==> src/hw/rtl/cbod_pkg.sv <==
`default_nettype none
package cbod_pkg;

   // direction output, Q1.14
   localparam int DIR_W = 16;
   localparam logic [15:0] ONE_Q14 = 16'd16384;

   // normalised vector magnitudes and their squares
   localparam int MAG_W = 16;
   localparam int SQ_W  = 2 * MAG_W;
   localparam int DEN_W = SQ_W + 1;

   // quotient of a^2 * 2^30 / (a^2 + b^2), at most 2^30
   localparam int Q_W        = 31;
   localparam int DIV_STAGES = Q_W;

   // integer square root of the quotient, one result bit a stage
   localparam int ROOT_W      = 16;
   localparam int SQRT_STAGES = ROOT_W;
   localparam int REM_W       = ROOT_W + 2;

   // per-word flags carried alongside the arithmetic
   typedef struct packed {
      logic hit;
      logic neg_x;
      logic neg_y;
      logic zero;
   } flags_type;

endpackage
`default_nettype wire

==> src/hw/rtl/cbod_sqrt.sv <==
`default_nettype none
// Two-lane digit-by-digit integer square root, one root bit a stage.
module cbod_sqrt (
   input  wire logic                        clock,
   input  wire logic                        reset,
   input  wire logic                        adv,
   input  wire logic                        in_valid,
   input  wire logic [cbod_pkg::Q_W-1:0]    in_x,
   input  wire logic [cbod_pkg::Q_W-1:0]    in_y,
   input  wire cbod_pkg::flags_type         in_flags,
   output logic                             out_valid,
   output logic [cbod_pkg::ROOT_W-1:0]      out_x,
   output logic [cbod_pkg::ROOT_W-1:0]      out_y,
   output cbod_pkg::flags_type              out_flags
);

   localparam int NS = cbod_pkg::SQRT_STAGES;
   localparam int RW = cbod_pkg::REM_W;
   localparam int OW = cbod_pkg::ROOT_W;
   localparam int VW = 2 * OW;

   logic                valid_ff [NS];
   logic [RW-1:0]       remx_ff  [NS];
   logic [RW-1:0]       remy_ff  [NS];
   logic [OW-1:0]       rootx_ff [NS];
   logic [OW-1:0]       rooty_ff [NS];
   logic [VW-1:0]       vx_ff    [NS];
   logic [VW-1:0]       vy_ff    [NS];
   cbod_pkg::flags_type flags_ff [NS];

   for (genvar s = 0; s < NS; s++) begin : g_stage
      logic                valid_prev;
      logic [RW-1:0]       remx_prev, remy_prev;
      logic [OW-1:0]       rootx_prev, rooty_prev;
      logic [VW-1:0]       vx_prev, vy_prev;
      cbod_pkg::flags_type flags_prev;
      logic [RW+1:0]       tx, ty, trx, try_v;
      logic                gex, gey;

      if (s == 0) begin : g_seed
         assign valid_prev = in_valid;
         assign remx_prev  = '0;
         assign remy_prev  = '0;
         assign rootx_prev = '0;
         assign rooty_prev = '0;
         assign vx_prev    = VW'(in_x);
         assign vy_prev    = VW'(in_y);
         assign flags_prev = in_flags;
      end else begin : g_chain
         assign valid_prev = valid_ff[s-1];
         assign remx_prev  = remx_ff[s-1];
         assign remy_prev  = remy_ff[s-1];
         assign rootx_prev = rootx_ff[s-1];
         assign rooty_prev = rooty_ff[s-1];
         assign vx_prev    = vx_ff[s-1];
         assign vy_prev    = vy_ff[s-1];
         assign flags_prev = flags_ff[s-1];
      end

      // bring down the next two bits and try root*4 + 1
      always_comb begin
         tx    = {remx_prev, vx_prev[VW-1:VW-2]};
         ty    = {remy_prev, vy_prev[VW-1:VW-2]};
         trx   = (RW+2)'({rootx_prev, 2'b01});
         try_v = (RW+2)'({rooty_prev, 2'b01});
         gex   = (tx >= trx);
         gey   = (ty >= try_v);
      end

      always_ff @(posedge clock) begin
         if (reset) begin
            valid_ff[s] <= 1'b0;
         end else if (adv) begin
            valid_ff[s] <= valid_prev;
         end
      end

      always_ff @(posedge clock) begin
         if (adv) begin
            remx_ff[s]  <= gex ? RW'(tx - trx) : tx[RW-1:0];
            remy_ff[s]  <= gey ? RW'(ty - try_v) : ty[RW-1:0];
            rootx_ff[s] <= {rootx_prev[OW-2:0], gex};
            rooty_ff[s] <= {rooty_prev[OW-2:0], gey};
            vx_ff[s]    <= {vx_prev[VW-3:0], 2'b00};
            vy_ff[s]    <= {vy_prev[VW-3:0], 2'b00};
            flags_ff[s] <= flags_prev;
         end
      end
   end

   assign out_valid = valid_ff[NS-1];
   assign out_x     = rootx_ff[NS-1];
   assign out_y     = rooty_ff[NS-1];
   assign out_flags = flags_ff[NS-1];

endmodule
`default_nettype wire

==> config.mk <==
export PLATFORM = sky130hd
export DESIGN_NAME = cbod_sqrt
export DESIGN_NICKNAME = d
export VERILOG_FILES = /design/src/hw/rtl/cbod_pkg.sv /design/src/hw/rtl/cbod_sqrt.sv
export SDC_FILE = /design/constraint.sdc
export NUM_CORES = 2
export LEC_CHECK = 0
export BUFFER_PORTS_ARGS = -buffer_cell sky130_fd_sc_hd__buf_2
export CAP_MARGIN = 15
export CORE_UTILIZATION = 30
export DETAILED_ROUTE_END_ITERATION = 7
export SYNTH_ARGS = -nofsm -noshare
export SYNTH_HDL_FRONTEND = slang
export SYNTH_SLANG_ARGS = --single-unit
==> constraint.sdc <==
create_clock -name clock -period 9.2 [get_ports clock]
set_clock_uncertainty 0.05 [all_clocks]
set_input_delay 1.84 -clock clock [delete_from_list [all_inputs] [get_ports clock]]
set_output_delay 1.84 -clock clock [all_outputs]
set_load 0.02 [all_outputs]
# Word level (Yosys, flattened, before mapping)
# Memory sizes are Yosys's and may differ from the RTL's.
# Index checks and enable logic that the tools add are counted.
# totals
reg_bits,0
ram_bits,2128
inputBits,70
out_inout_bits,37
elab_cells,142
memories,8
# op_classes
addsub,32
magnitude_cmp,32
mux,54
bitwise,16
# memory_table
memory,depth,width,rd,rd_clocked_by_memory_dff,write_ports,line_no,text
vx_ff,16,30,15,0,16,cbod_sqrt.sv:27,logic [VW-1:0] vx_ff [NS];
vy_ff,16,30,15,0,16,cbod_sqrt.sv:28,logic [VW-1:0] vy_ff [NS];
remx_ff,16,18,15,0,16,cbod_sqrt.sv:23,logic [RW-1:0] remx_ff [NS];
remy_ff,16,18,15,0,16,cbod_sqrt.sv:24,logic [RW-1:0] remy_ff [NS];
rootx_ff,16,16,16,0,16,cbod_sqrt.sv:25,logic [OW-1:0] rootx_ff [NS];
rooty_ff,16,16,16,0,16,cbod_sqrt.sv:26,logic [OW-1:0] rooty_ff [NS];
2 more memories,--,--,--,--,--,--,
# ops
op,count
20-bit by 18-bit greater-or-equal comparator with 1-bit output,30
18-bit two-way mux,32
18-bit subtractor,30
1-bit two-way mux,22
1-bit OR,16
"1-bit by 1-bit subtractor with 2-bit output, second input constant",2
"1-bit greater-or-equal comparator, second input constant",2

# Depth between registers and ports, before layout
# logic_depth
word_depth,4
ltp_mapped,12
mapped_depth_nobuf,10

# Least setup slack after synthesis
# OpenSTA, ideal clock, no wires.
# synth_timing
path_type,reg-to-reg
startpoint,memory remx_ff[1][44] (netlist name)
endpoint,"memory remx_ff[1][61] (netlist name), data pin"
setup_ns,0.260
t_arrival_ns,2.594
required_time_ns,8.890
path_slack_ns,6.297
stages_incl_launch_ff,11
path_buffers,2
period_less_slack_ns,2.903
path_cell_list,edfxtp_1 > ha_1 > buf_2 > and4b_1 > or4b_1 > o31a_1 > and3_1 > and2_4 > inv_2 > buf_4 > mux2_2
# synth_lines
element,line_no
from (decl),cbod_sqrt.sv:23

==> out/results.tsv <==
metric	value	unit
cts hold-fix bufs	0	
pin count of the biggest net entering global routing	189	
# H-tree levels	4	
top-count cell post-synth	edfxtp_1	
ys async rst share	0	%
Maximum Capacitance Violations	0	
Nets	4966	
worst skew pair latency	0.79	ns
Clock Sinks	1324	
post-DP HPWL	64800	µm
Port Buffers	106	
post-synthesis register bit count	1324	
clk slew on worst S/H paths	0.06	ns
die area	201000	µm²
CTS tree	built	
hold path depth	0	
Area contributors post-synth	edfxtp_1, ha_1, xnor2_1, inv_1, xor2_1	
DR pass1 iterations	5	
total negative setup slack	0	ns
vias in the first global route	32500	
final core utilization	34.6	%
R2R cell count	8	
FF-to-FF setup slack	5.71	ns
Initial Util	30.2	%
Fin Hold WS	0.348	ns
final worst path period share	39.4	%
Post-DP Area	63500	µm²
Die H	448	µm
sequential fraction of the synthesis area	66.5	%
Slew @ Worst Pin	1.04	ns
setup repair bufs after CTS	0	
post-DR vias/cell	4.44	
area share of the largest cell type after synthesis	66.5	%
overall power	15500	µW
status	finished, final reports clean	
Yosys top cell by area	edfxtp_1	
Worst EP arrival	3.97	ns
Die W	448	µm
Synth Instances	4373	
first-pass GRT wire length	158000	µm
clock buffer depth	3	
HP Class	flip-flop to flip-flop	
drt wl/cell	13.1	µm
Core Region	198000	µm²
total number of vias	32700	
GRT Resource Usage Total	9.51	%
RSZ-0062 raised after global routing	no	
Synth cell types	94	
Final Critical Period	3.62	ns
PwrDens	226	nW/µm²
initial antenna violation count	1	
io pins	107	
Final Hold Vio Count	0	
Routability Congestion	0.905	
Post-route DRC	0	
P_leak	0.0256	µW
Setup violations, final	0	
synthesized area	59700	µm²
ANT nets after route	0	
row cnt	163	
Slew HR	30.8	%
Congestion Overflow GR	0	
syn avg cell area	13.7	µm²
CP endpoint kind	flip-flop	
cells resized by post-CTS repair	0	
DRT Wirelength	96300	µm
Setup Crit Path Kind	input pin to flip-flop	
share of post-route cells with drive strength above 1	10.1	%
Post-synth EDFFs	1324	
drt initial violations	1880	
CTS root buf	clkbuf_16	
Area Growth Syn to Fin	14.4	%
commonest cells in the netlist	edfxtp_1, inv_1, ha_1, nor2_1, a21oi_1	
crit start category	input pin	
Warnings, synthesis	0	
finished layout cell area	68300	µm²
VDD IR max	0.159	mV
Slew Limit Fails	0	
Peak Freq	276	MHz
CTS Buf Count	149	
most common flop cell mapped by yosys	edfxtp_1	
critical path peak fanout	166	
Worst EP required	9.55	ns
## logic make-up after synthesis
| family | synth area share (%) |
|---|---|
| muxes | 1.53 |
| AOI/OAI and AO/OA | 8.38 |
| buffers and inverters | 2.88 |
| adders and majority gates | 6.37 |
| other | 0.00628 |
| and+or+nand+nor | 9.05 |
| xor gates and xnor gates | 5.25 |
| DFF | 66.5 |
## path summary, 6_finish.rpt
check	from	to
setup / recovery	adv	rooty_ff[1][123]
hold / removal	vx_ff[0][73]	vx_ff[0][105]
setup reg to reg	remy_ff[1][43]	remy_ff[1][71]
hold reg to reg	vx_ff[0][73]	vx_ff[0][105]
## sequential cells by signal, indices dropped and copies added, names as in the netlist
name      cells
rooty_ff    136
flags_ff     64
rootx_ff    136
remx_ff     246
vy_ff       240
remy_ff     246
vx_ff       240
valid_ff     16
## cell type report
type                    instances  area, µm²
multi-input cells            2605      18300
clock buffers                 170       3810
flip-flops and latches       1324      39800
fillers                     18900     129000
repair buffers                128        748
well taps                    2640       3300
diodes                          1       2.50
inverters                     384       1440
clock inverters                97        986
## routing by layer
metal | wire (µm) | share of wire (%) | up-vias | track usage [%]
met5 | 0 | 0 | - | 0
met4 | 3190 | 3.3 | 0 | 4.25
met3 | 4190 | 4.4 | 234 | 2.27
met2 | 45400 | 47 | 581 | 16.1
met1 | 43500 | 45 | 15200 | 11.5
li1 | - | - | 16700 | -
## placed cells by master, fill, tap and decap left out, types with 29 or more instances in the layout
cell type / n
inv_1: 382
nand2_1: 212
xnor2_1: 204
o21ai_0: 183
nor3_1: 98
nor2b_1: 36
nor4_1: 51
o211ai_1: 29
a211oi_1: 33
or3_1: 56
nand2b_1: 50
a21o_1: 54
edfxtp_1: 1324
xor2_1: 154
o21a_1: 74
ha_1: 304
a21oi_1: 264
clkbuf_16: 149
clkinv_1: 31
mux2_2: 74
buf_2: 105
nor2_1: 302
nand3_1: 71
nand4_1: 41
## metrics by stage
| step | worst slack (ns) | instances |
|---|---|---|
| floorplan | 6.30 | 4374 |
| global placement | 4.67 | 7081 |
| detailed placement | 4.64 | 7081 |
| CTS | 5.53 | 7348 |
| global route | 5.33 | 7349 |
| finish | 5.58 | 7349 |
## power by group
group / leakage [µW] / switching (µW) / internal [µW]
logic: 0.0106 / 1100 / 888
clock network: 0.00232 / 2430 / 3300
registers: 0.0127 / 328 / 7410
## critical path: stages
cell	delay, ns
buf_12	0.49
buf_12	0.58
buf_4	0.66
(Power assumes the default switching activity.)
