File: src/hw/rtl/cbod_pkg.sv
`default_nettype none
package cbod_pkg;

   // direction output, Q1.14
   localparam int DIR_W = 16;
   localparam logic [15:0] ONE_Q14 = 16'd16384;

   // normalised vector magnitudes and their squares
   localparam int MAG_W = 16;
   localparam int SQ_W  = 2 * MAG_W;
   localparam int DEN_W = SQ_W + 1;

   // quotient of a^2 * 2^30 / (a^2 + b^2), at most 2^30
   localparam int Q_W        = 31;
   localparam int DIV_STAGES = Q_W;

   // integer square root of the quotient, one result bit a stage
   localparam int ROOT_W      = 16;
   localparam int SQRT_STAGES = ROOT_W;
   localparam int REM_W       = ROOT_W + 2;

   // per-word flags carried alongside the arithmetic
   typedef struct packed {
      logic hit;
      logic neg_x;
      logic neg_y;
      logic zero;
   } flags_type;

endpackage
`default_nettype wire

File: src/hw/rtl/cbod_front.sv
`default_nettype none
// Geometry front end: gap to the box, hit test, vector normalisation and squares.
// Four register stages.
module cbod_front #(
   parameter int COORD_WIDTH = 16
) (
   input  wire logic                        clock,
   input  wire logic                        reset,
   input  wire logic                        adv,
   input  wire logic                        in_valid,
   input  wire logic [COORD_WIDTH-1:0]      circle_x,
   input  wire logic [COORD_WIDTH-1:0]      circle_y,
   input  wire logic [COORD_WIDTH-2:0]      circle_radius,
   input  wire logic [COORD_WIDTH-1:0]      box_x,
   input  wire logic [COORD_WIDTH-1:0]      box_y,
   input  wire logic [COORD_WIDTH-1:0]      box_width,
   input  wire logic [COORD_WIDTH-1:0]      box_height,
   output logic                             out_valid,
   output logic [cbod_pkg::SQ_W-1:0]        out_a2,
   output logic [cbod_pkg::SQ_W-1:0]        out_b2,
   output logic [cbod_pkg::DEN_W-1:0]       out_l2,
   output cbod_pkg::flags_type              out_flags
);

   localparam int CW = COORD_WIDTH;
   localparam int EW = CW + 3;
   localparam int MW = (CW > cbod_pkg::MAG_W) ? CW : cbod_pkg::MAG_W;
   localparam int KW = $clog2(MW);

   // ---------------- stage 1: doubled-coordinate gaps and centre difference
   logic [EW-1:0] c2x, c2y, b2x, b2y, lox, hix, loy, hiy, gx, gy;
   logic [CW:0]   vx, vy, ax, ay;
   logic [CW-1:0] rr;

   logic          s1_valid_ff;
   logic [CW-1:0] s1_gx_ff, s1_gy_ff, s1_rr_ff, s1_ma_ff, s1_mb_ff;
   logic          s1_ok_ff, s1_negx_ff, s1_negy_ff;
   logic          s1_ok_in;

   always_comb begin
      c2x = {{2{circle_x[CW-1]}}, circle_x, 1'b0};
      c2y = {{2{circle_y[CW-1]}}, circle_y, 1'b0};
      b2x = {{2{box_x[CW-1]}}, box_x, 1'b0};
      b2y = {{2{box_y[CW-1]}}, box_y, 1'b0};
      lox = b2x - {3'b000, box_width};
      hix = b2x + {3'b000, box_width};
      loy = b2y - {3'b000, box_height};
      hiy = b2y + {3'b000, box_height};
      if ($signed(c2x) < $signed(lox)) begin
         gx = lox - c2x;
      end else if ($signed(c2x) > $signed(hix)) begin
         gx = c2x - hix;
      end else begin
         gx = '0;
      end
      if ($signed(c2y) < $signed(loy)) begin
         gy = loy - c2y;
      end else if ($signed(c2y) > $signed(hiy)) begin
         gy = c2y - hiy;
      end else begin
         gy = '0;
      end
      rr       = {circle_radius, 1'b0};
      s1_ok_in = (gx < EW'(rr)) && (gy < EW'(rr));
      vx = {box_x[CW-1], box_x} - {circle_x[CW-1], circle_x};
      vy = {box_y[CW-1], box_y} - {circle_y[CW-1], circle_y};
      ax = vx[CW] ? (~vx + 1'b1) : vx;
      ay = vy[CW] ? (~vy + 1'b1) : vy;
   end

   always_ff @(posedge clock) begin
      if (reset) begin
         s1_valid_ff <= 1'b0;
      end else if (adv) begin
         s1_valid_ff <= in_valid;
      end
   end

   always_ff @(posedge clock) begin
      if (adv) begin
         s1_gx_ff   <= gx[CW-1:0];
         s1_gy_ff   <= gy[CW-1:0];
         s1_rr_ff   <= rr;
         s1_ok_ff   <= s1_ok_in;
         s1_ma_ff   <= ax[CW-1:0];
         s1_mb_ff   <= ay[CW-1:0];
         s1_negx_ff <= vx[CW];
         s1_negy_ff <= vy[CW];
      end
   end

   // ---------------- stage 2: squared gaps, normalising shift
   logic [2*CW-1:0] s2_sqgx_in, s2_sqgy_in, s2_sqrr_in;
   logic [MW-1:0]   ea, eb, eo;
   logic [KW-1:0]   shamt;
   logic [cbod_pkg::MAG_W-1:0] s2_an_in, s2_bn_in;

   logic                       s2_valid_ff, s2_ok_ff, s2_negx_ff, s2_negy_ff;
   logic [2*CW-1:0]            s2_sqgx_ff, s2_sqgy_ff, s2_sqrr_ff;
   logic [cbod_pkg::MAG_W-1:0] s2_an_ff, s2_bn_ff;

   always_comb begin
      s2_sqgx_in = {{CW{1'b0}}, s1_gx_ff} * {{CW{1'b0}}, s1_gx_ff};
      s2_sqgy_in = {{CW{1'b0}}, s1_gy_ff} * {{CW{1'b0}}, s1_gy_ff};
      s2_sqrr_in = {{CW{1'b0}}, s1_rr_ff} * {{CW{1'b0}}, s1_rr_ff};
      ea    = MW'(s1_ma_ff);
      eb    = MW'(s1_mb_ff);
      eo    = ea | eb;
      shamt = '0;
      // highest set bit above the 16-bit range decides the shift
      for (int i = cbod_pkg::MAG_W; i < MW; i++) begin
         if (eo[i]) begin
            shamt = KW'(i - cbod_pkg::MAG_W + 1);
         end
      end
      s2_an_in = cbod_pkg::MAG_W'(ea >> shamt);
      s2_bn_in = cbod_pkg::MAG_W'(eb >> shamt);
   end

   always_ff @(posedge clock) begin
      if (reset) begin
         s2_valid_ff <= 1'b0;
      end else if (adv) begin
         s2_valid_ff <= s1_valid_ff;
      end
   end

   always_ff @(posedge clock) begin
      if (adv) begin
         s2_sqgx_ff <= s2_sqgx_in;
         s2_sqgy_ff <= s2_sqgy_in;
         s2_sqrr_ff <= s2_sqrr_in;
         s2_ok_ff   <= s1_ok_ff;
         s2_an_ff   <= s2_an_in;
         s2_bn_ff   <= s2_bn_in;
         s2_negx_ff <= s1_negx_ff;
         s2_negy_ff <= s1_negy_ff;
      end
   end

   // ---------------- stage 3: strict hit compare, squared magnitudes
   logic [2*CW:0]            dist2;
   cbod_pkg::flags_type      s3_flags_in, s3_flags_ff;
   logic [cbod_pkg::SQ_W-1:0] s3_a2_in, s3_b2_in, s3_a2_ff, s3_b2_ff;
   logic                     s3_valid_ff;

   always_comb begin
      dist2             = {1'b0, s2_sqgx_ff} + {1'b0, s2_sqgy_ff};
      s3_flags_in.hit   = s2_ok_ff && (dist2 < {1'b0, s2_sqrr_ff});
      s3_flags_in.neg_x = s2_negx_ff;
      s3_flags_in.neg_y = s2_negy_ff;
      s3_flags_in.zero  = ((s2_an_ff | s2_bn_ff) == '0);
      s3_a2_in = {{cbod_pkg::MAG_W{1'b0}}, s2_an_ff} * {{cbod_pkg::MAG_W{1'b0}}, s2_an_ff};
      s3_b2_in = {{cbod_pkg::MAG_W{1'b0}}, s2_bn_ff} * {{cbod_pkg::MAG_W{1'b0}}, s2_bn_ff};
   end

   always_ff @(posedge clock) begin
      if (reset) begin
         s3_valid_ff <= 1'b0;
      end else if (adv) begin
         s3_valid_ff <= s2_valid_ff;
      end
   end

   always_ff @(posedge clock) begin
      if (adv) begin
         s3_flags_ff <= s3_flags_in;
         s3_a2_ff    <= s3_a2_in;
         s3_b2_ff    <= s3_b2_in;
      end
   end

   // ---------------- stage 4: squared length
   logic                       s4_valid_ff;
   logic [cbod_pkg::SQ_W-1:0]  s4_a2_ff, s4_b2_ff;
   logic [cbod_pkg::DEN_W-1:0] s4_l2_ff;
   cbod_pkg::flags_type        s4_flags_ff;

   always_ff @(posedge clock) begin
      if (reset) begin
         s4_valid_ff <= 1'b0;
      end else if (adv) begin
         s4_valid_ff <= s3_valid_ff;
      end
   end

   always_ff @(posedge clock) begin
      if (adv) begin
         s4_a2_ff    <= s3_a2_ff;
         s4_b2_ff    <= s3_b2_ff;
         s4_l2_ff    <= {1'b0, s3_a2_ff} + {1'b0, s3_b2_ff};
         s4_flags_ff <= s3_flags_ff;
      end
   end

   assign out_valid = s4_valid_ff;
   assign out_a2    = s4_a2_ff;
   assign out_b2    = s4_b2_ff;
   assign out_l2    = s4_l2_ff;
   assign out_flags = s4_flags_ff;

endmodule
`default_nettype wire

File: config.mk
export PLATFORM = sky130hd
export DESIGN_NAME = cbod_front
export DESIGN_NICKNAME = d
export VERILOG_FILES = /design/src/hw/rtl/cbod_pkg.sv /design/src/hw/rtl/cbod_front.sv
export SDC_FILE = /design/constraint.sdc
export NUM_CORES = 2
export LEC_CHECK = 0
export BUFFER_PORTS_ARGS = -buffer_cell sky130_fd_sc_hd__buf_2
export CAP_MARGIN = 10
export CORE_MARGIN = 2
export CORE_UTILIZATION = 65
export DETAILED_ROUTE_END_ITERATION = 12
export PLACE_DENSITY = 0.84
export SYNTH_ARGS = -nofsm -noshare
export SYNTH_HDL_FRONTEND = slang
export SYNTH_SLANG_ARGS = --single-unit
File: constraint.sdc
create_clock -name clock -period 7.63 [get_ports clock]
set_input_delay 0.763 -clock clock [delete_from_list [all_inputs] [get_ports clock]]
set_output_delay 0.763 -clock clock [all_outputs]
set_load 0.02 [all_outputs]
; Yosys cells after proc, flatten, opt, wreduce, memory -nomap -nowiden
; Cells that the tools add are included.
[classes]
n_addsub = 14
mul = 5
magnitude_cmp = 7
mux = 6
bitwise_logic = 3
n_reduce_logical = 3
[ops]
columns = op, count
row1 = 16-bit by 16-bit multiplier with 32-bit output, 4
row2 = 19-bit 2-to-1 mux, 4
row3 = 32-bit by 32-bit adder with 33-bit output, 2
row4 = 19-bit by 16-bit less-than comparator with 1-bit output, 2
row5 = 17-bit by 18-bit subtractor with 19-bit output, 2
row6 = 18-bit by 17-bit subtractor with 19-bit output, 2
row7 = 17-bit by 17-bit adder with 18-bit output, 2
row8 = 17-bit by 18-bit > comparator with 1-bit output, 2
row9 = 17-bit by 18-bit less-than comparator with 1-bit output, 2
row10 = 17-bit by 17-bit subtractor with 18-bit output, 2
row11 = 16-bit by 16-bit subtractor with 17-bit output, 2
row12 = 33-bit by 32-bit less-than comparator with 1-bit output, 1
row13 = 16-bit by 1-bit adder with 16-bit output (second input constant), 2
row14 = 16-bit 2-to-1 mux, 2
row15 = 16-bit NOT, 2
row16 = 15-bit by 15-bit multiplier with 30-bit output, 1
row17 = 16-bit zero test, 1
row18 = 16-bit OR, 1
row19 = 1-bit logical AND, 2
[word_totals]
regBits = 386
inputBits = 115
out_inout_bits = 102
elab_cells = 71

; Logic depth before layout (Yosys ltp)
[depth]
depth_word = 6
depth_mapped = 32

; Worst setup path after synthesis
; No wires, ideal clock.
[synth_timing]
path_type = input to register
start = in box_width[0]
end = reg s1_ok_ff (data pin)
setup_time_ns = 0.176
t_arrival_ns = 6.586
path_slack_ns = 0.868
stages = 31
n_path_buf = 2
path_cell_list = inv_1 > fa_1 > a21o_1 > a21oi_1 > o21ai_0 > a31o_2 > a211oi_1 > nor2_1 > and2_1 > nor2_1 > ha_1 > clkbuf_1 > a21o_1 > a21oi_1 > o21ai_0 > or3_1 > a21oi_1 > a21oi_1 > and2_1 > clkbuf_1 > a22o_1 > ha_1 > a21o_1 > a21o_1 > a21oi_1 > o21ai_0 > a221o_1 > a2111o_1 > a21oi_1 > nand4_1 > nor4_1
[synth_between]
elab_chain_len = 6
word_cells_on_any_way = 10
cone_classes = add/sub: 4 / order compare: 3 / mux: 2 / reduce/logical: 1
[synth_lines]
columns = element, line_no
row1 = start: declaration, cbod_front.sv:16  ; input wire logic [COORD_WIDTH-1:0] box_width,
row2 = 17-bit by 17-bit adder with 18-bit output, cbod_front.sv:46  ; hix = b2x + {3'b000, box_width};
row3 = 17-bit by 18-bit subtractor with 19-bit output / 17-bit by 18-bit > comparator with 1-bit output (equally long branches), "cbod_front.sv:52, cbod_front.sv:51"
row4 = 19-bit 2-to-1 mux, cbod_front.sv:51  ; end else if ($signed(c2x) > $signed(hix)) begin
row5 = 19-bit 2-to-1 mux *, cbod_front.sv:49  ; if ($signed(c2x) < $signed(lox)) begin
row6 = net gx[4], cbod_front.sv:31  ; logic [EW-1:0] c2x, c2y, b2x, b2y, lox, hix, loy, hiy, gx, gy;
row7 = 19-bit by 16-bit less-than comparator with 1-bit output *, cbod_front.sv:64  ; s1_ok_in = (gx < EW'(rr)) && (gy < EW'(rr));
row8 = 1-bit logical AND *, cbod_front.sv:64
row9 = net s1_ok_in, cbod_front.sv:38  ; logic s1_ok_in;
row10 = end signal: assignment, cbod_front.sv:84  ; s1_ok_ff <= s1_ok_in;
row11 = end: declaration, cbod_front.sv:37  ; logic s1_ok_ff, s1_negx_ff, s1_negy_ff;
; The timed path passes the listed nets; every way through them passes the cells marked *.
; A chain may end at the register's enable or synchronous reset.

; Worst setup path in the final report
[layout_timing]
start = reg s2_an_ff[3] in the netlist's numbering
end = reg s3_a2_ff[30] in the netlist's numbering (data pin)
[layout_between]
elab_chain_len = 1
[layout_lines]
columns = element, line_no
row1 = start: declaration, cbod_front.sv:100  ; logic [cbod_pkg::MAG_W-1:0] s2_an_ff, s2_bn_ff;
row2 = start signal: assignment, cbod_front.sv:134  ; s2_an_ff <= s2_an_in;
row3 = 16-bit by 16-bit multiplier with 32-bit output, cbod_front.sv:153  ; s3_a2_in = {{cbod_pkg::MAG_W{1'b0}}, s2_an_ff} * {{cbod_pkg::MAG_W{1'b0}}, s2_an_ff};
row4 = net s3_a2_in (one bit), cbod_front.sv:144  ; logic [cbod_pkg::SQ_W-1:0] s3_a2_in, s3_b2_in, s3_a2_ff, s3_b2_ff;
row5 = end signal: assignment, cbod_front.sv:168  ; s3_a2_ff <= s3_a2_in;
row6 = end: declaration, cbod_front.sv:144
; The timed path passes the listed nets, and every way through them passes these cells.

==> results list <==
- By area the synthesized netlist is led by fa_1 28%, edfxtp_1 19%, ha_1 16%, inv_1 8.5%, xnor2_1 3.7%.
- Maximum number of buffers from clock root to sink: 3
- In the final layout, the share of cells above drive strength 1 is 0.0615.
- After synthesis the netlist holds a flip-flop and latch count of 375.
* Cell area after technology mapping: slightly below 0.06 sq mm
- After floorplanning, the core was sized to cover 0.0886 sq mm.
- Summed over all layers, the routed wires come to approximately 140,000 um.
- STA classifies the critical path startpoint as a register.
- The initial utilization of the core area, before any placement, comes to 0.658.
* Number of enable-type register cells in the synthesized netlist: about 370
* P&R area growth vs syn: 6.72%
- The clock period could shrink to about 7.3 ns.
- The initial antenna violation count is 2.
* Pin count of the biggest net entering global routing: 170
* Length in cells of the worst reg-to-reg path: 24
- Timing endpoint of the critical path: s3_a2_ff[30]
- The share of the Yosys chip area taken by registers is 0.192.
- The first global-routing pass estimated 232,000 um of wire.
* Number of nets with antenna violations after detailed routing: 0
- The most used flip-flop cell after synthesis is edfxtp_1.
- The count of final hold-check violations is 0.
* Port Buffer Count: between 200 and 250
* Number of core rows: 109
- At the later pin of the worst-skew pair, clock insertion delay measures 0.61 ns.
- Endpoint of the worst register-to-register path: s3_a2_ff[30]
- Biggest area consumer among synthesized cells: fa_1
- After clock tree synthesis, the flow added hold-fix buffers numbering 0.
* Utilization of the core after routing: 0.703
* WL/cell: approximately 19 um
- Crit path max fanout: 13
* Worst-path cell chain: inv_1, nor2_1, fa_1, inv_1, fa_1, inv_1, fa_1, inv_1, fa_1, inv_1, fa_1, inv_1, fa_1, inv_1, ha_1, a21o_1, a21oi_1, o21a_1, o31ai_1, a2111oi_1, nor3_1, o41ai_1, mux2i_1, nand2_1
- Upper clock frequency limit: roughly 140 MHz
- For the worst setup path, the data arrival time is approximately 7.7 ns.
* Die width: 304 um
- Reg2Reg Setup Slack: ~0.3 ns
- Synthesis produced a netlist whose cell count is 6,057.
- In the synthesized netlist the async set-or-reset flop fraction comes to 0.
- DRC violations left: 0
* Cell repeated most along the worst path: inv_1
- Most frequent cell after synthesis: inv_1
- Beginning of the critical path: s2_an_ff[3]
- Initial drt markers: between 2,000 and 3,000
* Reg-to-Reg Start: s2_an_ff[3]
* Worst Setup Path Type: reg2reg
* GRT Residual Overflow: 0
- Max-cap violations in this run came to 0.
- For this design, the sink count on the clock tree is approximately 380.
- Clock-pin slew was measured on the worst setup and hold paths at about 0.07 ns.
- The number of different library cells used by synthesis comes to 86.
* H-Tree Level Count: 2
* Critical Path Slowest Stage Cell: a2111oi_1
- Detailed Place HPWL: about 120,000 um
- The worst pin sits at a relative slew slack of 0.265.
* Yosys warning count: 0
- Routability-driven placement finished with a final weighted congestion of about 0.96.
* Average vias per placed instance: about 5.8
- Number of buffers inserted during clock tree synthesis: 45
* Most common library cells after synthesis: 1,315 x inv_1, 804 x fa_1, 767 x ha_1
* Vertical die dimension: around 300 um
- TritonCTS built the clock tree.
- Area share of the largest cell type after synthesis: 0.276
* Die Outline Area: about 0.09 sq mm
- Via count of the first global-routing pass: around 46,000
- The max-slew violation count was 0.
- Total of endpoints with negative setup slack in the final report: 0
- STA classifies the critical path endpoint as a register.
* DR vias: roughly 43,000
- Filler cell count in the final layout: roughly 6,400
- At the end of the flow, the number of nets in the layout was 7,925.
- The flow ran to the end, and the final reports show no timing, DRC or antenna violations.
- After synthesis, the mean cell area works out to between 9 and 10 sq um.
* Root buffer cell: clkbuf_16
* Fin Clk Skew: roughly 0.033 ns
* Overall fraction of global-route tracks in use: 0.313
- Stage delay of the slowest cell on the critical path: 0.62 ns
- Number of placed I/O pins: around 220
- Slew of the pin with the lowest slew margin: 1.08 ns
- Number of detailed-routing iterations run before antenna repair: 9
- Data required time at the worst endpoint: around 8 ns
* Portion of the clock cycle consumed by the worst path in the final layout: 0.962
* Hold WC Path Type: in2reg
-- registers in the layout (all words and copies together), names as in the netlist, 4 cells and up --
| register | count |
|---|---|
| s2_sqgy_ff | 30 |
| s3_b2_ff | 31 |
| out_l2 | 33 |
| s1_gx_ff | 16 |
| s1_gy_ff | 16 |
| s2_sqrr_ff | 29 |
| ea | 16 |
| s3_a2_ff | 31 |
| out_flags | 4 |
| eb | 16 |
| out_a2 | 31 |
| s2_bn_ff | 16 |
| s2_sqgx_ff | 30 |
| s3_flags_ff | 4 |
| s2_an_ff | 16 |
| out_b2 | 31 |
| s1_rr_ff | 15 |
-- timing repair --
| item | 4_1_cts | 5_1_grt |
|---|---|---|
| buffers inserted | 0 | 0 |
| endpoints found under the setup margin | 0 | 2 |
| resized for setup | 0 | 2 |
-- final cells by class --
type                            instances  area (sq um)  share of cell area
Tap cell                             1165          1460              0.0234
Antenna cell                            2          5.00           0.0000803
Multi-Input combinational cell       4240         41700               0.670
Inverter                             1316          4940              0.0793
Timing Repair Buffer                  261          1450              0.0232
Clock inverter                         31           297             0.00476
Sequential cell                       375         11200               0.180
Clock buffer                           52          1190              0.0192
-- cell families after synthesis --
group,share of synthesized area
AOI/OAI and AO/OA,0.0995
xor gates and xnor gates,0.0534
adders and majority gates,0.440
buffers and inverters,0.0929
DFF,0.192
muxes,0.00274
other,0.0000642
and+or+nand+nor,0.119
-- worst min path at each step --
stage                     start           end  slack, ns  depth (start not counted)
2_1_floorplan    s3_flags_ff[0]  out_flags[0]       0.40                          0
3_3_place_gp         s1_negy_ff    s2_negy_ff       0.40                          0
5_1_grt        circle_radius[8]   s1_rr_ff[9]       0.36                          1
4_1_cts        circle_radius[8]   s1_rr_ff[9]       0.33                          1
3_5_place_dp             ea[11]  s2_an_ff[11]       0.40                          0
6_report       circle_radius[8]   s1_rr_ff[9]       0.35                          1
-- cell usage in the layout, fill, tap and decap left out, drive strengths merged, types with 9 or more instances in the layout --
cell	n
o211ai	18
a211oi	46
a31oi	22
nand4	35
clkbuf	52
o31ai	26
nand3	75
fa	804
nor3	70
ha	767
nand2b	42
o31a	12
o21ai	155
xor2	111
o21bai	45
nor2b	66
o21a	56
xnor2	245
a211o	14
or4	13
a21o	107
nor2	300
a21oi	264
edfxtp	371
nand2	412
a2111oi	18
inv	1320
nor4	26
and3	25
buf	261
or2	25
a221oi	9
or3	29
and2	269
clkinv	15
-- per-layer routing --
metal	routed length, um	part of all wire	track usage
met1	55400	0.39	0.395
met5	0	0	0
met3	8510	0.060	0.0321
met2	69900	0.50	0.549
met4	7090	0.050	0.140
-- critical path: cells and delay by family (launching register included) --
family                     cells  cell delay [ns]
AOI/OAI and AO/OA              6             1.86
adders and majority gates      7             3.40
buffers and inverters          7             0.60
DFF                            1             0.61
muxes                          1             0.23
and+or+nand+nor                3             0.37
-- through the flow --
| stage | area (sq um) | setup WS, ns | std cells | hold WS (ns) | setup TNS (ns) |
|---|---|---|---|---|---|
| finish | 62300 | 0.293 | 7442 | 0.349 | 0 |
| global route | 62300 | -0.0611 | 7441 | 0.355 | -0.0611 |
| CTS | 62300 | 0.301 | 7440 | 0.330 | 0 |
| detailed placement | 60800 | -0.134 | 7357 | 0.405 | -0.134 |
| global placement | 60800 | 0.170 | 7357 | 0.402 | 0 |
| floorplan | 58400 | 0.868 | 6058 | 0.400 | 0 |
Power is left out: the tool's default activity adds up to more than one toggle a clock period on the data nets, which glitch-free logic cannot reach.
